<file path="src/sv/rtpred_pkg.sv">
`timescale 1ns / 1ps
// Shared types and constants of the redundant text payload depacketizer.
// Used by rtpred_ctrl, rtpred_dp and the top level; depends on nothing.
package rtpred_pkg;

    // Default number of redundant block headers held per packet
    localparam int MAX_BLOCKS_DEF = 8;

    // Redundant block header layout: flag, payload type, offset, length
    localparam int PT_BITS     = 7;
    localparam int OFFSET_BITS = 14;
    localparam int LENGTH_BITS = 10;
    localparam int ENTRY_BITS  = OFFSET_BITS + LENGTH_BITS;
    localparam int SHIFT_BITS  = ENTRY_BITS - 8;

    // Packed stream widths
    localparam int S_TDATA_W = 64;
    localparam int S_TUSER_W = 2;
    localparam int M_TDATA_W = 64;
    localparam int M_TUSER_W = 3;

    // Kind of result item to build
    typedef logic [2:0] t_emit_kind;
    localparam t_emit_kind EMIT_BYTE_PRIM = 3'd0;
    localparam t_emit_kind EMIT_BYTE_RED  = 3'd1;
    localparam t_emit_kind EMIT_MARK_RED  = 3'd2;
    localparam t_emit_kind EMIT_MARK_PRIM = 3'd3;
    localparam t_emit_kind EMIT_ERR       = 3'd4;

    typedef struct packed {
        logic       start;        // first byte of a packet: latch and clear
        logic       hdr_byte;     // shift one header byte in
        logic       idx_inc;      // advance to the next block
        logic       bytes_dec;    // count one block byte
        logic       bytes_ld_cur; // load length of the current block
        logic       bytes_ld_nxt; // load length of the following block
        logic       emit;         // write a result item to the output register
        t_emit_kind emit_kind;
        logic       emit_end;
        logic       emit_last;
    } t_dp_cmd;

    typedef struct packed {
        logic out_free;     // output register can take an item this cycle
        logic hdr_pos_zero; // next header byte starts a header
        logic hdr_full;     // header store holds its maximum
        logic cur_more;     // current block index below header count
        logic cur_len_zero;
        logic nxt_more;     // following block index below header count
        logic nxt_len_zero;
        logic bytes_end;    // at most one byte left in the block
    } t_dp_status;

endpackage

</file>
<file path="src/sv/rtpred_dp.sv">
`timescale 1ns / 1ps
// Datapath: packet latches, header store, block counters and output register.
// Driven by rtpred_ctrl through rtpred_pkg::t_dp_cmd; uses rtpred_pkg.
module rtpred_dp #(
    parameter int MAX_BLOCKS = rtpred_pkg::MAX_BLOCKS_DEF
) (
    input  logic                    i_clk,
    input  logic                    i_rst_n,
    input  rtpred_pkg::t_dp_cmd     i_cmd,
    output rtpred_pkg::t_dp_status  o_status,
    input  logic [7:0]              i_data_byte,
    input  logic [31:0]             i_packet_timestamp,
    input  logic [15:0]             i_packet_seq,
    input  logic                    i_packet_mark,
    input  logic                    i_out_ready,
    output logic                    o_out_valid,
    output logic [7:0]              o_out_byte,
    output logic                    o_has_byte,
    output logic [31:0]             o_block_timestamp,
    output logic [15:0]             o_block_seq,
    output logic                    o_block_mark,
    output logic                    o_block_end,
    output logic                    o_block_primary,
    output logic                    o_format_error,
    output logic                    o_last
);

    localparam int CW = $clog2(MAX_BLOCKS + 2);
    localparam int AW = (MAX_BLOCKS > 1) ? $clog2(MAX_BLOCKS) : 1;
    localparam int EW = rtpred_pkg::ENTRY_BITS;
    localparam int LW = rtpred_pkg::LENGTH_BITS;
    localparam int SW = rtpred_pkg::SHIFT_BITS;

    // Header store: offset and length of each redundant block
    logic [EW-1:0] r_hdr_mem [MAX_BLOCKS];
    logic [EW-1:0] r_cur;
    logic [EW-1:0] r_nxt;

    logic [31:0]   r_ts;
    logic [15:0]   r_seq;
    logic          r_mark;
    logic [CW-1:0] r_hdr_count, n_hdr_count;
    logic [1:0]    r_hdr_pos, n_hdr_pos;
    logic [SW-1:0] r_hdr_shift, n_hdr_shift;
    logic [CW-1:0] r_blk_idx, n_blk_idx;
    logic [LW-1:0] r_bytes_left, n_bytes_left;

    logic          r_out_valid;
    logic [7:0]    r_out_byte;
    logic          r_has_byte;
    logic [31:0]   r_out_ts;
    logic [15:0]   r_out_seq;
    logic          r_out_mark;
    logic          r_out_end;
    logic          r_out_prim;
    logic          r_out_err;
    logic          r_out_last;

    logic          w_out_free;
    logic          w_mem_we;
    logic [AW-1:0] w_mem_wa;
    logic [EW-1:0] w_mem_wd;
    logic [CW-1:0] w_rd_idx1;
    logic [AW-1:0] w_ra0;
    logic [AW-1:0] w_ra1;
    logic [CW-1:0] w_idx_p1;
    logic [CW-1:0] w_remain;
    logic [31:0]   w_eff_ts;
    logic [15:0]   w_eff_seq;
    logic          w_eff_mark;
    logic [31:0]   w_red_ts;
    logic [15:0]   w_red_seq;
    logic [1:0]    w_pos;
    logic [CW-1:0] w_count;

    assign w_out_free = !r_out_valid || i_out_ready;
    assign w_idx_p1   = r_blk_idx + CW'(1);
    assign w_remain   = r_hdr_count - r_blk_idx;

    // The first byte of a packet sees its own fields, not the old latches
    assign w_eff_ts   = i_cmd.start ? i_packet_timestamp : r_ts;
    assign w_eff_seq  = i_cmd.start ? i_packet_seq : r_seq;
    assign w_eff_mark = i_cmd.start ? i_packet_mark : r_mark;
    assign w_pos      = i_cmd.start ? 2'd0 : r_hdr_pos;
    assign w_count    = i_cmd.start ? '0 : r_hdr_count;

    assign w_red_ts  = r_ts - 32'(r_cur[EW-1:LW]);
    assign w_red_seq = r_seq - 16'(w_remain);

    always_comb begin
        n_hdr_count  = w_count;
        n_hdr_pos    = w_pos;
        n_hdr_shift  = r_hdr_shift;
        n_blk_idx    = i_cmd.start ? '0 : r_blk_idx;
        n_bytes_left = i_cmd.start ? '0 : r_bytes_left;
        w_mem_we     = 1'b0;
        w_mem_wa     = w_count[AW-1:0];
        w_mem_wd     = {r_hdr_shift, i_data_byte};
        if (i_cmd.hdr_byte) begin
            n_hdr_pos   = w_pos + 2'd1;
            n_hdr_shift = {r_hdr_shift[SW-9:0], i_data_byte};
            if (w_pos == 2'd3) begin
                w_mem_we    = 1'b1;
                n_hdr_count = w_count + CW'(1);
            end
        end
        if (i_cmd.idx_inc) begin
            n_blk_idx = w_idx_p1;
        end
        if (i_cmd.bytes_dec) begin
            n_bytes_left = r_bytes_left - LW'(1);
        end else if (i_cmd.bytes_ld_cur) begin
            n_bytes_left = r_cur[LW-1:0];
        end else if (i_cmd.bytes_ld_nxt) begin
            n_bytes_left = r_nxt[LW-1:0];
        end
    end

    // Read ports follow the next block index so r_cur and r_nxt track it
    assign w_rd_idx1 = n_blk_idx + CW'(1);
    assign w_ra0 = (n_blk_idx < CW'(MAX_BLOCKS)) ? n_blk_idx[AW-1:0] : '0;
    assign w_ra1 = (w_rd_idx1 < CW'(MAX_BLOCKS)) ? w_rd_idx1[AW-1:0] : '0;

    always_ff @(posedge i_clk) begin
        if (w_mem_we) begin
            r_hdr_mem[w_mem_wa] <= w_mem_wd;
        end
        r_cur <= r_hdr_mem[w_ra0];
        r_nxt <= r_hdr_mem[w_ra1];
    end

    always_ff @(posedge i_clk) begin
        if (!i_rst_n) begin
            r_hdr_count  <= '0;
            r_hdr_pos    <= '0;
            r_blk_idx    <= '0;
            r_bytes_left <= '0;
        end else begin
            r_hdr_count  <= n_hdr_count;
            r_hdr_pos    <= n_hdr_pos;
            r_blk_idx    <= n_blk_idx;
            r_bytes_left <= n_bytes_left;
        end
    end

    always_ff @(posedge i_clk) begin
        r_hdr_shift <= n_hdr_shift;
        if (i_cmd.start) begin
            r_ts   <= i_packet_timestamp;
            r_seq  <= i_packet_seq;
            r_mark <= i_packet_mark;
        end
    end

    always_ff @(posedge i_clk) begin
        if (!i_rst_n) begin
            r_out_valid <= 1'b0;
        end else if (i_cmd.emit) begin
            r_out_valid <= 1'b1;
        end else if (i_out_ready) begin
            r_out_valid <= 1'b0;
        end
    end

    always_ff @(posedge i_clk) begin
        if (i_cmd.emit) begin
            r_out_mark <= w_eff_mark;
            r_out_last <= i_cmd.emit_last;
            case (i_cmd.emit_kind)
                rtpred_pkg::EMIT_BYTE_PRIM: begin
                    r_out_byte <= i_data_byte;
                    r_has_byte <= 1'b1;
                    r_out_ts   <= w_eff_ts;
                    r_out_seq  <= w_eff_seq;
                    r_out_end  <= i_cmd.emit_end;
                    r_out_prim <= 1'b1;
                    r_out_err  <= 1'b0;
                end
                rtpred_pkg::EMIT_BYTE_RED: begin
                    r_out_byte <= i_data_byte;
                    r_has_byte <= 1'b1;
                    r_out_ts   <= w_red_ts;
                    r_out_seq  <= w_red_seq;
                    r_out_end  <= i_cmd.emit_end;
                    r_out_prim <= 1'b0;
                    r_out_err  <= 1'b0;
                end
                rtpred_pkg::EMIT_MARK_RED: begin
                    r_out_byte <= '0;
                    r_has_byte <= 1'b0;
                    r_out_ts   <= w_red_ts;
                    r_out_seq  <= w_red_seq;
                    r_out_end  <= 1'b1;
                    r_out_prim <= 1'b0;
                    r_out_err  <= 1'b0;
                end
                rtpred_pkg::EMIT_MARK_PRIM: begin
                    r_out_byte <= '0;
                    r_has_byte <= 1'b0;
                    r_out_ts   <= w_eff_ts;
                    r_out_seq  <= w_eff_seq;
                    r_out_end  <= 1'b1;
                    r_out_prim <= 1'b1;
                    r_out_err  <= 1'b0;
                end
                default: begin
                    r_out_byte <= '0;
                    r_has_byte <= 1'b0;
                    r_out_ts   <= w_eff_ts;
                    r_out_seq  <= w_eff_seq;
                    r_out_end  <= 1'b1;
                    r_out_prim <= 1'b1;
                    r_out_err  <= 1'b1;
                end
            endcase
        end
    end

    always_comb begin
        o_status.out_free     = w_out_free;
        o_status.hdr_pos_zero = (r_hdr_pos == 2'd0);
        o_status.hdr_full     = (r_hdr_count >= CW'(MAX_BLOCKS));
        o_status.cur_more     = (r_blk_idx < r_hdr_count);
        o_status.cur_len_zero = (r_cur[LW-1:0] == '0);
        o_status.nxt_more     = (w_idx_p1 < r_hdr_count);
        o_status.nxt_len_zero = (r_nxt[LW-1:0] == '0);
        o_status.bytes_end    = (r_bytes_left <= LW'(1));
    end

    assign o_out_valid       = r_out_valid;
    assign o_out_byte        = r_out_byte;
    assign o_has_byte        = r_has_byte;
    assign o_block_timestamp = r_out_ts;
    assign o_block_seq       = r_out_seq;
    assign o_block_mark      = r_out_mark;
    assign o_block_end       = r_out_end;
    assign o_block_primary   = r_out_prim;
    assign o_format_error    = r_out_err;
    assign o_last            = r_out_last;

`ifndef SYNTHESIS
    a_count_bound: assert property (@(posedge i_clk) disable iff (!i_rst_n)
        r_hdr_count <= CW'(MAX_BLOCKS))
        else $error("header count above store depth");

    a_idx_bound: assert property (@(posedge i_clk) disable iff (!i_rst_n)
        r_blk_idx <= r_hdr_count)
        else $error("block index past header count");
`endif

endmodule

</file>
<file path="src/sv/rtpred_ctrl.sv">
`timescale 1ns / 1ps
// Controller: packet parse phase, per-item sequencing and the mode register.
// Commands rtpred_dp through rtpred_pkg::t_dp_cmd; uses rtpred_pkg.
module rtpred_ctrl (
    input  logic                    i_clk,
    input  logic                    i_rst_n,
    input  logic                    i_cfg_wr_en,
    input  logic [1:0]              i_cfg_wr_data,
    input  logic                    i_in_valid,
    output logic                    o_in_ready,
    input  logic                    i_flag,
    input  logic                    i_byte_last,
    input  logic [1:0]              i_packet_kind,
    input  rtpred_pkg::t_dp_status  i_status,
    output rtpred_pkg::t_dp_cmd     o_cmd
);

    localparam logic [1:0] S_IN  = 2'd0;
    localparam logic [1:0] S_ADV = 2'd1;
    localparam logic [1:0] S_FIN = 2'd2;

    localparam logic [2:0] PH_IDLE  = 3'd0;
    localparam logic [2:0] PH_PLAIN = 3'd1;
    localparam logic [2:0] PH_HDR   = 3'd2;
    localparam logic [2:0] PH_RED   = 3'd3;
    localparam logic [2:0] PH_PRIM  = 3'd4;
    localparam logic [2:0] PH_DROP  = 3'd5;

    localparam logic [1:0] MODE_PLAIN = 2'd1;
    localparam logic [1:0] MODE_RED   = 2'd2;
    localparam logic [1:0] KIND_PLAIN = 2'd0;
    localparam logic [1:0] KIND_RED   = 2'd1;

    logic [1:0] r_state, n_state;
    logic [2:0] r_phase, n_phase;
    logic       r_lastb, n_lastb;
    logic [1:0] r_codec_mode;

    logic       w_fire;
    logic       w_start;
    logic       w_drop;
    logic [2:0] w_eff_phase;
    logic       w_pos_zero;
    logic       w_full;

    always_ff @(posedge i_clk) begin
        if (!i_rst_n) begin
            r_codec_mode <= '0;
        end else if (i_cfg_wr_en) begin
            r_codec_mode <= i_cfg_wr_data;
        end
    end

    assign o_in_ready = (r_state == S_IN) && i_status.out_free;
    assign w_fire     = i_in_valid && o_in_ready;
    assign w_start    = (r_phase == PH_IDLE);
    assign w_drop     = !((r_codec_mode == MODE_PLAIN) || (r_codec_mode == MODE_RED))
                     || !((i_packet_kind == KIND_PLAIN) || (i_packet_kind == KIND_RED));
    assign w_eff_phase = !w_start ? r_phase
                       : w_drop ? PH_DROP
                       : (i_packet_kind == KIND_PLAIN) ? PH_PLAIN : PH_HDR;
    assign w_pos_zero = w_start || i_status.hdr_pos_zero;
    assign w_full     = !w_start && i_status.hdr_full;

    always_comb begin
        n_state = r_state;
        n_phase = r_phase;
        n_lastb = r_lastb;
        o_cmd   = '0;
        unique case (r_state)
            S_IN: begin
                if (w_fire) begin
                    o_cmd.start = w_start;
                    n_phase     = w_eff_phase;
                    n_lastb     = i_byte_last;
                    case (w_eff_phase)
                        PH_PLAIN, PH_PRIM: begin
                            o_cmd.emit      = 1'b1;
                            o_cmd.emit_kind = rtpred_pkg::EMIT_BYTE_PRIM;
                            o_cmd.emit_end  = i_byte_last;
                            o_cmd.emit_last = 1'b1;
                        end
                        PH_HDR: begin
                            if (w_pos_zero && !i_flag) begin
                                // primary header: walk the blocks next cycle
                                n_state = S_ADV;
                            end else if (w_pos_zero && w_full) begin
                                o_cmd.emit      = 1'b1;
                                o_cmd.emit_kind = rtpred_pkg::EMIT_ERR;
                                o_cmd.emit_last = 1'b1;
                                n_phase         = PH_DROP;
                            end else begin
                                o_cmd.hdr_byte  = 1'b1;
                                o_cmd.emit      = i_byte_last;
                                o_cmd.emit_kind = rtpred_pkg::EMIT_ERR;
                                o_cmd.emit_last = 1'b1;
                            end
                        end
                        PH_RED: begin
                            o_cmd.emit      = 1'b1;
                            o_cmd.emit_kind = rtpred_pkg::EMIT_BYTE_RED;
                            o_cmd.emit_end  = i_status.bytes_end;
                            o_cmd.emit_last = !i_byte_last;
                            if (!i_status.bytes_end) begin
                                o_cmd.bytes_dec = 1'b1;
                            end else begin
                                o_cmd.idx_inc = 1'b1;
                                if (i_status.nxt_more && i_status.nxt_len_zero) begin
                                    // empty blocks follow: emit their markers next
                                    o_cmd.emit_last = 1'b0;
                                    n_state         = S_ADV;
                                end else if (i_status.nxt_more) begin
                                    o_cmd.bytes_ld_nxt = 1'b1;
                                end else begin
                                    n_phase = PH_PRIM;
                                end
                            end
                            if (i_byte_last && (n_state == S_IN)) begin
                                n_state = S_FIN;
                            end
                        end
                        default: begin
                        end
                    endcase
                    if (i_byte_last && (n_state == S_IN)) begin
                        n_phase = PH_IDLE;
                    end
                end
            end
            S_ADV: begin
                if (i_status.cur_more && !i_status.cur_len_zero) begin
                    o_cmd.bytes_ld_cur = 1'b1;
                    n_phase            = PH_RED;
                    n_state            = r_lastb ? S_FIN : S_IN;
                end else if (i_status.cur_more) begin
                    // hold until the output register frees up
                    if (i_status.out_free) begin
                        o_cmd.emit      = 1'b1;
                        o_cmd.emit_kind = rtpred_pkg::EMIT_MARK_RED;
                        o_cmd.emit_end  = 1'b1;
                        o_cmd.emit_last = !(r_lastb ||
                                            (i_status.nxt_more && i_status.nxt_len_zero));
                        o_cmd.idx_inc   = 1'b1;
                    end
                end else begin
                    n_phase = PH_PRIM;
                    n_state = r_lastb ? S_FIN : S_IN;
                end
            end
            S_FIN: begin
                if (i_status.out_free) begin
                    o_cmd.emit      = 1'b1;
                    o_cmd.emit_kind = (r_phase == PH_PRIM) ? rtpred_pkg::EMIT_MARK_PRIM
                                                           : rtpred_pkg::EMIT_ERR;
                    o_cmd.emit_end  = 1'b1;
                    o_cmd.emit_last = 1'b1;
                    n_phase         = PH_IDLE;
                    n_state         = S_IN;
                end
            end
            default: begin
                n_state = S_IN;
            end
        endcase
    end

    always_ff @(posedge i_clk) begin
        if (!i_rst_n) begin
            r_state <= S_IN;
            r_phase <= PH_IDLE;
            r_lastb <= 1'b0;
        end else begin
            r_state <= n_state;
            r_phase <= n_phase;
            r_lastb <= n_lastb;
        end
    end

`ifndef SYNTHESIS
    a_fin_phase: assert property (@(posedge i_clk) disable iff (!i_rst_n)
        (r_state == S_FIN) |-> ((r_phase == PH_RED) || (r_phase == PH_PRIM)))
        else $error("end marker pending outside the block section");

    a_more_follows: assert property (@(posedge i_clk) disable iff (!i_rst_n)
        (o_cmd.emit && !o_cmd.emit_last) |=> (r_state != S_IN))
        else $error("result flagged not last but no further result pending");

    a_emit_free: assert property (@(posedge i_clk) disable iff (!i_rst_n)
        o_cmd.emit |-> i_status.out_free)
        else $error("result written over an unaccepted one");
`endif

endmodule

</file>
<file path="src/sv/red_text_payload_depacketizer_top.sv">
`timescale 1ns / 1ps
// Redundant text payload depacketizer: one payload byte in, zero or more
// result items out. Input bytes are taken one per cycle while the output
// register is free. Extra cycles come from the block walk, which reads the
// header store (two registered read ports) one block per cycle, markers
// waiting on a free output register. The walk starts after the primary
// header byte, and after a redundant byte that ends its block when an empty
// block follows; it emits a marker per empty block, then loads the next
// block with bytes or enters the primary block. A redundant packet whose last
// byte is the primary header or falls inside a redundant block takes an extra
// S_FIN step for its end marker. A result waits in a single output register;
// the next byte is taken in the cycle that result is taken; a stalled result
// blocks input and results. codec_mode is sampled on each packet's first byte.
module red_text_payload_depacketizer_top #(
    parameter int MAX_BLOCKS = rtpred_pkg::MAX_BLOCKS_DEF
) (
    input  logic                             i_clk,
    input  logic                             i_rst_n,
    input  logic                             i_cfg_wr_en,
    input  logic [1:0]                       i_cfg_wr_data,
    input  logic                             s_axis_tvalid,
    output logic                             s_axis_tready,
    // data_byte[7:0], packet_timestamp[39:8], packet_seq[55:40], packet_mark[56]
    input  logic [rtpred_pkg::S_TDATA_W-1:0] s_axis_tdata,
    input  logic                             s_axis_tlast,   // byte_last
    // packet_kind[1:0]
    input  logic [rtpred_pkg::S_TUSER_W-1:0] s_axis_tuser,
    output logic                             m_axis_tvalid,
    input  logic                             m_axis_tready,
    // out_byte[7:0], block_timestamp[39:8], block_seq[55:40], block_mark[56],
    // block_end[57]
    output logic [rtpred_pkg::M_TDATA_W-1:0] m_axis_tdata,
    output logic                             m_axis_tlast,   // last
    // has_byte[0], block_primary[1], format_error[2]
    output logic [rtpred_pkg::M_TUSER_W-1:0] m_axis_tuser
);

    rtpred_pkg::t_dp_cmd    w_cmd;
    rtpred_pkg::t_dp_status w_status;

    logic [7:0]  w_out_byte;
    logic        w_has_byte;
    logic [31:0] w_block_ts;
    logic [15:0] w_block_seq;
    logic        w_block_mark;
    logic        w_block_end;
    logic        w_block_prim;
    logic        w_format_err;

    rtpred_ctrl u_ctrl (
        .i_clk         (i_clk),
        .i_rst_n       (i_rst_n),
        .i_cfg_wr_en   (i_cfg_wr_en),
        .i_cfg_wr_data (i_cfg_wr_data),
        .i_in_valid    (s_axis_tvalid),
        .o_in_ready    (s_axis_tready),
        .i_flag        (s_axis_tdata[rtpred_pkg::PT_BITS]),
        .i_byte_last   (s_axis_tlast),
        .i_packet_kind (s_axis_tuser[1:0]),
        .i_status      (w_status),
        .o_cmd         (w_cmd)
    );

    rtpred_dp #(
        .MAX_BLOCKS (MAX_BLOCKS)
    ) u_dp (
        .i_clk              (i_clk),
        .i_rst_n            (i_rst_n),
        .i_cmd              (w_cmd),
        .o_status           (w_status),
        .i_data_byte        (s_axis_tdata[7:0]),
        .i_packet_timestamp (s_axis_tdata[39:8]),
        .i_packet_seq       (s_axis_tdata[55:40]),
        .i_packet_mark      (s_axis_tdata[56]),
        .i_out_ready        (m_axis_tready),
        .o_out_valid        (m_axis_tvalid),
        .o_out_byte         (w_out_byte),
        .o_has_byte         (w_has_byte),
        .o_block_timestamp  (w_block_ts),
        .o_block_seq        (w_block_seq),
        .o_block_mark       (w_block_mark),
        .o_block_end        (w_block_end),
        .o_block_primary    (w_block_prim),
        .o_format_error     (w_format_err),
        .o_last             (m_axis_tlast)
    );

    assign m_axis_tdata = {6'd0, w_block_end, w_block_mark, w_block_seq,
                           w_block_ts, w_out_byte};
    assign m_axis_tuser = {w_format_err, w_block_prim, w_has_byte};

endmodule
</file>
<file path="config.mk">
export PLATFORM = sky130hd
export DESIGN_NAME = red_text_payload_depacketizer_top
export DESIGN_NICKNAME = d
export VERILOG_FILES = /design/src/sv/rtpred_pkg.sv /design/src/sv/rtpred_dp.sv /design/src/sv/rtpred_ctrl.sv /design/src/sv/red_text_payload_depacketizer_top.sv
export SDC_FILE = /design/constraint.sdc
export NUM_CORES = 1
export LEC_CHECK = 0
export ABC_AREA = 1
export ABC_CLOCK_PERIOD_IN_PS = 12350
export BUFFER_PORTS_ARGS = -buffer_cell sky130_fd_sc_hd__buf_2
export CAP_MARGIN = 5
export CORE_MARGIN = 2
export CORE_UTILIZATION = 40
export CTS_CLUSTER_DIAMETER = 60
export DETAILED_ROUTE_END_ITERATION = 16
export PLACE_DENSITY = 0.58
export SKIP_CTS_REPAIR_TIMING = 1
export SYNTH_ARGS = -nofsm -noshare
export SYNTH_HDL_FRONTEND = slang
export SYNTH_SLANG_ARGS = --single-unit
</file>
<file path="constraint.sdc">
create_clock -name i_clk -period 12.35 [get_ports i_clk]
set_input_delay 1.235 -clock i_clk [delete_from_list [all_inputs] [get_ports i_clk]]
set_output_delay 1.235 -clock i_clk [all_outputs]
set_load 0.005 [all_outputs]
</file>
==> metrics.csv, run 1 <==
stage,metric,value,unit
setup_path,Critical R2R Capture,u_dp.r_nxt[5],
synth,leading post-synthesis cells by cell area,"edfxtp_1 (45%), dfxtp_1 (12%), nand2_1 (12%)",
setup_path,crit-path cells,inv_1 -> ha_1 -> inv_1 -> nor2_1 -> nand2_2 -> nor2_4 -> buf_4 -> nor2_1 -> nand3_1 -> nand2_2 -> ha_1 -> nand3_1 -> nand2_1 -> nand3_1 -> nand2_1,
pwr,switching part of the total,31.4,%
placed_design,IO buf count,130,
floorplanning,initial core utilization,40.7,%
synth,number of enable-type register cells in the synthesized netlist,270,
global_route,first-pass GRT wire length,69700,um
pwr,overall power,3.88,mW
setup_path,CP max stage cell,ha_1,
global_route,vias in the first global route,13000,
sta,Max Transition Viols Final,0,
floorplanning,total die area,0.0470,mm2
pwr,Clock Power Share,32.7,%
pwr,Leak,8.99,nW
route,DRT antenna net count,0,
placed_design,Post-DP HPWL,27900,um
floorplanning,core area,0.0444,mm2
synth,"FF+latch count, synth",382,
pwr,switching pwr,1.22,mW
cts,"Clk Latency, worst-skew pair",0.59,ns
pwr,P per Cell Area,188,mW/mm2
sta,max frequency,217,MHz
setup_path,crit-path most repeated cell,nand3_1,
worst_hold_path,Hold WC Path Type,reg2reg,
global_route,total track usage,18.8,%
setup_path,element type at the critical path start,flop,
global_route,largest net degree at the start of global routing,104,
sta,Hold Worst Slack,0.455,ns
flow_run,maxcap violations,0,
route,drt first pass iters,5,
setup_path,kind of critical path,reg2reg,
global_route,Congestion Overflow GR,0,
worst_hold_path,hold path depth,2,
synth,Synth cell types,49,
setup_path,CP Buf/Inv Count,3,
synth,register area share after synthesis,57.2,%
route,final wirelength,44100,um
cts,Num CTS Buffers,45,
synth,Syn. warnings,0,
sta,pin slew with the least headroom to its limit,1.11,ns
route,Starting DRT DRC Count,997,
route,routed vias,13600,
floorplanning,chip width,217,um
synth,Mapped Avg Cell Area,9.15,um2
route,# DRC,0,
floorplanning,IO Count,144,
placed_design,placed insts,2638,
cts,CTS tree,done,
finish,fill count,4209,
sta,fin crit share,37.3,%
finish,Nets,2206,
pwr,Int Pwr,2.66,mW
pwr,Seq pwr share,44.4,%
route,routed len/inst,16.2,um
setup_path,Crit path largest cell delay,0.89,ns
synth,synth cell count leaders,"nand2_1 (591), edfxtp_1 (270), inv_1 (257)",
synth,Post-synth top flop,edfxtp_1,
pwr,VDD IR-drop max,0.110,mV
setup_path,FF-to-FF Start,u_ctrl.r_state[0],
sta,clk_skew,0.0323,ns
setup_path,R2R depth,15,
setup_path,R2R Setup Slk,7.75,ns
finish,Non-Filler Instances,2719,
sta,setup_tns,0,ns
floorplanning,die span in y,217,um
pwr,combinational share of power,22.9,%
synth,Post-Synthesis Cells,1977,
setup_path,CP Data Required Time,12.87,ns
synth,Synth top area share,44.8,%
setup_path,WP data arrival,5.12,ns
worst_hold_path,Hold Startpoint,u_dp.r_mark,
finish,share of cells above drive strength 1,12.8,%
setup_path,Crit. End Element,flop,
setup_path,CP max FO,88,
sta,RSZ-0062 raised after global routing,false,
synth,Synth area leader,edfxtp_1,
global_route,antenna violations before repair,1,
finish,Syn-to-layout area delta,14.0,%
sta,Tmin final,4.60,ns
sta,# setup viols final,0,
cts,CTS Root Cell,clkbuf_16,
cts,H-tree depth,2,
synth,ys async rst share,0,%
worst_hold_path,Hold EP,u_dp.r_mark,
synth,cell area after synthesis,0.0181,mm2
sta,normalized max-slew margin,25.7,%
cts,clock tree buffer depth,3,
cts,clk slew on worst S/H paths,0.06,ns
cts,CTS sink count,382,
run_status,status,completed,
placed_design,Final GP Congestion,0.846,
setup_path,"Largest delay share family, worst path",simple AND/OR/NAND/NOR gates,
sta,Hold Fails Final Rpt,0,
floorplanning,row cnt,77,
synth,most common cell in the netlist,nand2_1,
route,Vias/cell,4.99,
[how the worst max path moves through the flow]
stage / start / endpoint / slack [ns] / cells after the start
finish: u_ctrl.r_state[0] / u_dp.r_nxt[5] / 7.75 / 15
global placement: m_axis_tready / u_dp.r_nxt[5] / 7.19 / 14
global route: u_ctrl.r_state[0] / u_dp.r_nxt[7] / 7.35 / 15
detailed placement: m_axis_tready / u_dp.r_nxt[5] / 7.20 / 14
floorplan: s_axis_tuser[1] / u_dp.r_hdr_mem[0][0] / 7.72 / 8
CTS: u_ctrl.r_state[0] / u_dp.r_nxt[5] / 7.78 / 15
[metrics by stage]
step / instance area [um2] / utilization, % / setup slack (ns)
after floorplan: 18100 / - / 7.72
after global placement: 19200 / 43.3 / 7.19
after detailed placement: 19200 / 43.3 / 7.20
after CTS: 20600 / 46.5 / 7.78
after global routing: 20600 / 46.5 / 7.35
final: 20600 / 46.5 / 7.75
[layout by cell type, fill, tap and decap left out, types with 12 or more instances in the layout]
cell type  netlist  layout
a21oi_1         65      65
inv_1          257     256
buf_2           36     130
clkbuf_16        0      45
nor2_1         113     107
nand2_1        591     590
nand3_1         76      76
xor2_1          27      27
edfxtp_1       270     270
o21ai_0        115     115
o211ai_1        97      97
nor3_1          13      12
dfxtp_1        112     112
ha_1            36      36
buf_4           21      19
xnor2_1         13      13
[power by group through the flow]
stage               combinational (mW)  clock (mW)  sequential (mW)
detailed placement               0.890           0             1.75
finish                           0.889        1.27             1.72
global route                      1.03        1.35             1.74
CTS                              0.895        1.30             1.72
floorplan                        0.627           0             1.73
global placement                 0.873           0             1.75
[worst reg2reg max path: cells and delay by family (launching register included)]
| family | cells | cell delay (ns) |
|---|---|---|
| buffers and inverters | 3 | 0.90 |
| DFF | 1 | 0.36 |
| and+or+nand+nor | 10 | 2.21 |
| adders and majority gates | 2 | 1.10 |
[state kept, by name (all words and copies together), names as in the netlist, 8 cells and up]
signal                  count
u_dp.r_hdr_mem            192
u_dp.o_block_seq           16
u_dp.o_out_byte             8
u_dp.r_cur                 24
u_dp.r_ts                  32
u_dp.r_seq                 16
u_dp.r_nxt                 10
u_dp.o_block_timestamp     32
u_dp.r_hdr_shift           16
u_dp.r_bytes_left          10
[area by class of cell]
type / instances / area, um2 / area share [%]
Inverter: 268 / 1010 / 4.89
Timing Repair Buffer: 149 / 793 / 3.84
Clock inverter: 23 / 194 / 0.940
Sequential cell: 382 / 10300 / 50.2
Tap cell: 592 / 741 / 3.59
Antenna cell: 1 / 2.50 / 0.0121
Clock buffer: 57 / 1210 / 5.87
Multi-Input combinational cell: 1247 / 6330 / 30.7
[metal layers]
layer  wire (um)  global-route usage (%)  up-vias
met5          13                       0        -
met4         982                    5.34        2
met3        2820                    3.56       79
met2       20200                    30.8      380
met1       20100                    25.5     6336
li1            -                       -     6760
[kinds of logic after synthesis]
kind of cell | share of synthesized area, %
XOR/XNOR | 1.94
AND/OR/NAND/NOR | 19.3
adder cells (fa/ha/maj) | 2.82
AO/OA/AOI/OAI | 10.6
flip-flops | 57.2
other | 0.0207
buffers and inverters | 8.10
Power figures use the tool's default switching activity.
==> run 2: changes to the inputs <==
--- a/config.mk
+++ b/config.mk
@@ -5,15 +5,15 @@
 export SDC_FILE = /design/constraint.sdc
 export NUM_CORES = 1
 export LEC_CHECK = 0
-export ABC_AREA = 1
-export ABC_CLOCK_PERIOD_IN_PS = 12350
+export ABC_AREA = 0
+export ABC_CLOCK_PERIOD_IN_PS = 4010
 export BUFFER_PORTS_ARGS = -buffer_cell sky130_fd_sc_hd__buf_2
 export CAP_MARGIN = 5
 export CORE_MARGIN = 2
 export CORE_UTILIZATION = 40
 export CTS_CLUSTER_DIAMETER = 60
 export DETAILED_ROUTE_END_ITERATION = 16
-export PLACE_DENSITY = 0.58
+export PLACE_DENSITY = 0.6
 export SKIP_CTS_REPAIR_TIMING = 1
 export SYNTH_ARGS = -nofsm -noshare
 export SYNTH_HDL_FRONTEND = slang
==> constraint.sdc (replaced) <==
create_clock -name i_clk -period 4.01 [get_ports i_clk]
set_input_delay 0.401 -clock i_clk [delete_from_list [all_inputs] [get_ports i_clk]]
set_output_delay 0.401 -clock i_clk [all_outputs]
set_load 0.005 [all_outputs]
==> run 2 against run 1 <==
Synthesized cell count shrank 24%. Sequential power grew to 3.2 times the previous value. Sequential share of layout area grew 0.85 points. Global-route usage shrank 0.36 points. Utilization grew 0.64 points. First-iteration DRC count shrank 16%. Worst setup slack lost 7.4 ns. Fmax grew 25%.
==> metrics.csv, run 2 <==
stage,metric,value,unit
synth,Post-Synthesis Cells,1501,
floorplanning,total die area,0.0453,mm2
global_route,global routing usage on met2,30.8,%
route,routed len/inst,18.5,um
synth,Post-synth top flop,edfxtp_1,
sta,Max Transition Viols Final,0,
sta,max frequency,271,MHz
finish,Reg with most FFs,u_dp.r_hdr_mem,
global_route,first-pass GRT wire length,65000,um
route,routed vias,11900,
pwr,switching pwr,3.84,mW
setup_path,Crit. End Element,flop,
pwr,Clock Power Share,29.4,%
synth,most common cell in the netlist,nand2_1,
setup_path,element type at the critical path start,flop,
run_status,status,completed,
synth,Synth area leader,edfxtp_1,
global_route,GRT met1 Usage,24.8,%
sta,Tmin final,3.69,ns
setup_path,WP data arrival,4.12,ns
sta,pin slew with the least headroom to its limit,1.02,ns
global_route,vias in the first global route,11800,
sta,RSZ-0062 raised after global routing,false,
route,DRT antenna net count,0,
floorplanning,die span in y,213,um
finish,max FFs per register,192,
cts,CTS tree,done,
setup_path,kind of critical path,reg2reg,
worst_hold_path,Hold WC Path Type,in2reg,
floorplanning,chip width,213,um
cts,clock tree buffer depth,3,
placed_design,Post-DP HPWL,26300,um
pwr,combinational share of power,26.2,%
route,Vias/cell,5.29,
cts,H-tree depth,2,
finish,Syn-to-layout area delta,16.2,%
cts,CTS sink count,382,
synth,Mapped Avg Cell Area,11.6,um2
sta,clk_skew,0.0246,ns
finish,Nets,1748,
synth,register area share after synthesis,59.3,%
setup_path,CP max FO,10,
finish,share of cells above drive strength 1,17.6,%
sta,# setup viols final,0,
finish,fill count,3863,
synth,Synth top area share,46.4,%
setup_path,R2R Setup Slk,0.32,ns
floorplanning,row cnt,76,
synth,ys async rst share,0,%
route,# DRC,0,
setup_path,CP Data Required Time,4.44,ns
global_route,grt met3 use,3.24,%
pwr,Seq pwr share,44.4,%
route,Starting DRT DRC Count,842,
synth,number of enable-type register cells in the synthesized netlist,270,
sta,normalized max-slew margin,31.7,%
global_route,largest net degree at the start of global routing,64,
cts,clk slew on worst S/H paths,0.06,ns
finish,Inserted Diodes,0,
floorplanning,core area,0.0431,mm2
placed_design,IO buf count,130,
pwr,P per Cell Area,614,mW/mm2
floorplanning,initial core utilization,40.5,%
cts,Num CTS Buffers,40,
synth,cell area after synthesis,0.0175,mm2
finish,fin util,47.1,%
floorplanning,IO Count,144,
synth,synth cell count leaders,"nand2_1 (298), edfxtp_1 (270), mux2i_1 (114)",
global_route,antenna violations before repair,0,
cts,"Clk Latency, worst-skew pair",0.54,ns
synth,leading post-synthesis cells by cell area,"edfxtp_1 (46%), dfxtp_1 (13%), mux2i_1 (6.5%)",
pwr,switching part of the total,30.8,%
flow_run,maxcap violations,0,
route,final wirelength,41600,um
placed_design,Final GP Congestion,0.836,
sta,setup_tns,0,ns
sta,Hold Fails Final Rpt,0,
cts,CTS Root Cell,clkbuf_16,
finish,"commonest non-fill, non-tap cell in the layout",nand2_1,
pwr,Int Pwr,8.63,mW
pwr,VDD IR-drop max,0.366,mV
global_route,total track usage,18.5,%
synth,"FF+latch count, synth",382,
global_route,Congestion Overflow GR,0,
global_route,GR peak layer,met2,
route,drt first pass iters,5,
finish,"commonest cells after routing, fill and taps aside","nand2_1 (297), edfxtp_1 (270), buf_2 (130)",
pwr,Leak,7.89,nW
synth,Syn. warnings,0,
synth,Synth cell types,68,
sta,fin crit share,92.0,%
==> run 2: cell types whose count changed in the layout (fill, tap and decap cells not counted), moves of 16 or more <==
cell | before | now
a21oi_1 | 65 | 28
a221oi_1 | 0 | 25
a31o_1 | 0 | 24
buf_12 | 0 | 16
inv_1 | 256 | 43
mux2_2 | 0 | 36
mux2i_1 | 0 | 114
nand2_1 | 590 | 297
nand3_1 | 76 | 59
nor2_1 | 107 | 56
nor2b_1 | 0 | 16
o211ai_1 | 97 | 3
o21ai_0 | 115 | 37
==> run 2: power by group through the flow <==
stage | Combinational (mW) | Clock, mW | Sequential (mW)
3_3_place_gp | 3.20 | 0 | 5.58
4_1_cts | 3.29 | 3.75 | 5.53
2_1_floorplan | 2.22 | 0 | 5.54
5_1_grt | 3.70 | 3.90 | 5.61
6_report | 3.26 | 3.67 | 5.53
3_5_place_dp | 3.26 | 0 | 5.61
==> run 2: critical path, stage by stage (launching register included) <==
cell and delay [ns]:
dfxtp_1 0.53, inv_1 0.14, ha_1 0.21, inv_1 0.09, fa_1 0.25, a211oi_1 0.11, or3_1 0.42, o22ai_2 0.35
nor3_1 0.08, a21oi_1 0.23, inv_1 0.08, ha_1 0.20, xor2_1 0.15, o311a_1 0.17, buf_4 0.21, mux2_2 0.36
==> run 2: final timing paths <==
path                            start       endpoint  depth (start not counted)
hold reg to reg           u_dp.r_mark    u_dp.r_mark                          2
hold / removal       s_axis_tdata[23]  u_dp.r_ts[15]                          3
setup / recovery  u_dp.r_hdr_count[0]  u_dp.r_nxt[0]                         15
setup reg to reg  u_dp.r_hdr_count[0]  u_dp.r_nxt[0]                         15
==> run 2: through the flow <==
step                      worst slack (ns)  cells  total power [mW]  hold slack [ns]  area (um2)
after detailed placement             0.373   2178              8.87            0.444       19000
after global placement               0.403   2178              8.78            0.427       19000
after CTS                            0.306   2252              12.6           0.0465       20300
after global routing                 0.101   2252              13.2           0.0605       20300
after floorplan                     -0.686   1506              7.76            0.414       17500
final                                0.319   2252              12.5           0.0632       20300
==> run 2: logic make-up after synthesis <==
group           after synthesis  synth area share (%)
xor+xnor                     40                  2.01
fa+ha+maj                    39                  2.92
compound gates              215                  8.77
mux                         152                  9.01
flops                       382                  59.3
simple gates                546                  14.3
buf+inv                     126                  3.68
other cells                   1                0.0215
==> run 2: cell type report <==
| cell class | instances | area, um2 | share of cell area, % |
|---|---|---|---|
| sequential | 382 | 10300 | 51.0 |
| tap | 585 | 732 | 3.61 |
| clock buffer | 52 | 1080 | 5.31 |
| clock inverter | 22 | 214 | 1.05 |
| multi-input combinational | 998 | 6610 | 32.6 |
| timing repair buffer | 169 | 1140 | 5.64 |
| inverter | 44 | 165 | 0.814 |
==> run 2: layer usage <==
layer / routed length, um / share of wire (%) / up-vias
met1: 18800 / 45 / 5782
met5: 0 / 0 / -
met4: 837 / 2.0 / 0
li1: - / - / 5748
met2: 19800 / 48 / 328
met3: 2140 / 5.1 / 61
==> run 3: changes to the inputs <==
--- a/config.mk
+++ b/config.mk
@@ -6,14 +6,14 @@
 export NUM_CORES = 1
 export LEC_CHECK = 0
 export ABC_AREA = 0
-export ABC_CLOCK_PERIOD_IN_PS = 4010
+export ABC_CLOCK_PERIOD_IN_PS = 3800
 export BUFFER_PORTS_ARGS = -buffer_cell sky130_fd_sc_hd__buf_2
 export CAP_MARGIN = 5
 export CORE_MARGIN = 2
 export CORE_UTILIZATION = 40
 export CTS_CLUSTER_DIAMETER = 60
 export DETAILED_ROUTE_END_ITERATION = 16
-export PLACE_DENSITY = 0.6
+export PLACE_DENSITY = 0.58
 export SKIP_CTS_REPAIR_TIMING = 1
 export SYNTH_ARGS = -nofsm -noshare
 export SYNTH_HDL_FRONTEND = slang
==> constraint.sdc (replaced) <==
create_clock -name i_clk -period 3.8 [get_ports i_clk]
set_input_delay 0.38 -clock i_clk [delete_from_list [all_inputs] [get_ports i_clk]]
set_output_delay 0.38 -clock i_clk [all_outputs]
set_load 0.005 [all_outputs]
==> run 3 against run 2 <==
Clock-buffer cell count rose by 4. Sequential cell count did not move. Register-to-register slack lost 0.06 ns. Cell area up 0.84%. Clock skew up 0.0023 ns. Critical path type unchanged. Largest power group unchanged.
==> metrics.csv, run 3 (synthesis results as in run 2) <==
stage,metric,value,unit
cts,CTS sink count,382,
floorplanning,total die area,0.0453,mm2
setup_path,Crit path largest cell delay,0.44,ns
sta,RSZ-0062 raised after global routing,false,
finish,max FFs per register,192,
finish,post-route cell area,0.0205,mm2
global_route,grt met3 use,3.15,%
sta,max frequency,282,MHz
route,# DRC,0,
floorplanning,initial core utilization,40.5,%
placed_design,IO buf count,130,
sta,Tmin final,3.54,ns
global_route,global routing usage on met2,30.6,%
sta,pin slew with the least headroom to its limit,0.930,ns
sta,# setup viols final,0,
placed_design,Placed Instance Area,0.0191,mm2
run_status,status,completed,
setup_path,CP Buf/Inv Count,3,
route,Vias/cell,5.31,
setup_path,crit-path cells,inv_1 -> ha_1 -> and4_1 -> or3_1 -> o22ai_2 -> nor3_1 -> a21oi_1 -> inv_1 -> ha_1 -> xor2_1 -> o311a_1 -> buf_4 -> mux2_2,
finish,Nets,1756,
finish,Reg with most FFs,u_dp.r_hdr_mem,
setup_path,kind of critical path,reg2reg,
route,Starting DRT DRC Count,872,
cts,clk slew on worst S/H paths,0.06,ns
floorplanning,die span in y,213,um
cts,Num CTS Buffers,42,
cts,CTS Root Cell,clkbuf_16,
cts,CTS tree,done,
flow_run,maxcap violations,0,
worst_hold_path,Hold WC Path Type,in2reg,
floorplanning,row cnt,76,
route,routed len/inst,18.4,um
cts,"Clk Latency, worst-skew pair",0.58,ns
setup_path,"Largest delay share family, worst path",simple AND/OR/NAND/NOR gates,
finish,"commonest non-fill, non-tap cell in the layout",nand2_1,
pwr,P per Cell Area,651,mW/mm2
global_route,antenna violations before repair,0,
global_route,first-pass GRT wire length,64800,um
finish,fin util,47.5,%
floorplanning,chip width,213,um
setup_path,CP max stage cell,dfxtp_1,
global_route,vias in the first global route,11900,
placed_design,Post-DP HPWL,26500,um
setup_path,CP Data Required Time,4.26,ns
floorplanning,IO Count,144,
global_route,GR peak layer,met2,
global_route,Congestion Overflow GR,0,
sta,normalized max-slew margin,37.5,%
route,routed vias,12000,
pwr,overall power,13.3,mW
setup_path,CP max FO,10,
sta,Hold Fails Final Rpt,0,
sta,Max Transition Viols Final,0,
global_route,total track usage,18.5,%
placed_design,Final GP Congestion,0.834,
sta,setup_tns,0,ns
setup_path,element type at the critical path start,flop,
finish,"commonest cells after routing, fill and taps aside","nand2_1 (297), edfxtp_1 (270), buf_2 (130)",
route,DRT antenna net count,0,
global_route,largest net degree at the start of global routing,55,
route,final wirelength,41600,um
cts,clock tree buffer depth,3,
global_route,GRT met1 Usage,24.5,%
setup_path,WP data arrival,4.01,ns
setup_path,Crit. End Element,flop,
route,drt first pass iters,5,
pwr,Leak,7.97,nW
finish,Syn-to-layout area delta,17.2,%
finish,share of cells above drive strength 1,18.1,%
sta,fin crit share,93.2,%
cts,H-tree depth,2,
floorplanning,core area,0.0431,mm2
sta,clk_skew,0.0268,ns
pwr,VDD IR-drop max,0.356,mV
## run 3: cell count changes in the layout (fill, tap and decap cells not counted), moves of 2 or more
cell,previous run,this run
nor3_4,1,3
buf_4,23,26
clkinv_2,7,5
nor3_2,2,0
buf_12,16,18
clkbuf_8,1,5
## run 3: worst min-delay path, stage by stage
cell	delay, ns
buf_2	0.07
nand2_1	0.04
nand2_1	0.06
## run 3: worst paths after layout
kind,slack [ns],cells after the start,from,endpoint
worst max-delay path,0.26,13,u_dp.r_blk_idx[3],u_dp.r_nxt[3]
worst min-delay path,0.01,3,s_axis_tdata[30],u_dp.r_ts[22]
worst max register to register,0.26,13,u_dp.r_blk_idx[3],u_dp.r_nxt[3]
worst min register to register,0.45,2,u_dp.r_mark,u_dp.r_mark
## run 3: layout make-up
class / count / area (um2)
antenna: 1 / 2.50
clock buffer: 56 / 1150
clock inverter: 20 / 221
fill: 3858 / 22600
inverter: 44 / 165
multi-input combinational: 998 / 6620
sequential: 382 / 10300
tap: 585 / 732
timing repair buffer: 175 / 1220
## run 3: power by group
group | leakage, nW | switching [mW] | total, mW | internal, mW
Combinational | 3.91 | 2.02 | 3.48 | 1.45
Clock | 0.670 | 1.66 | 4.02 | 2.36
Sequential | 3.39 | 0.434 | 5.83 | 5.39
Total | 7.97 | 4.12 | 13.3 | 9.21
## run 3: per-stage QoR
step | hold slack (ns) | worst slack [ns] | std cells
2_1_floorplan | 0.414 | -0.210 | 1506
3_3_place_gp | 0.424 | 0.276 | 2183
3_5_place_dp | 0.440 | 0.289 | 2183
4_1_cts | -0.0289 | 0.271 | 2259
5_1_grt | 0.00748 | 0.0391 | 2260
6_report | 0.0111 | 0.257 | 2261
## run 3: per-layer routing
metal / part of all wire [%] / up-vias
met4: 2.6 / 0
met1: 46 / 5864
met2: 46 / 320
met3: 5.5 / 76
li1: - / 5747
met5: 0 / -
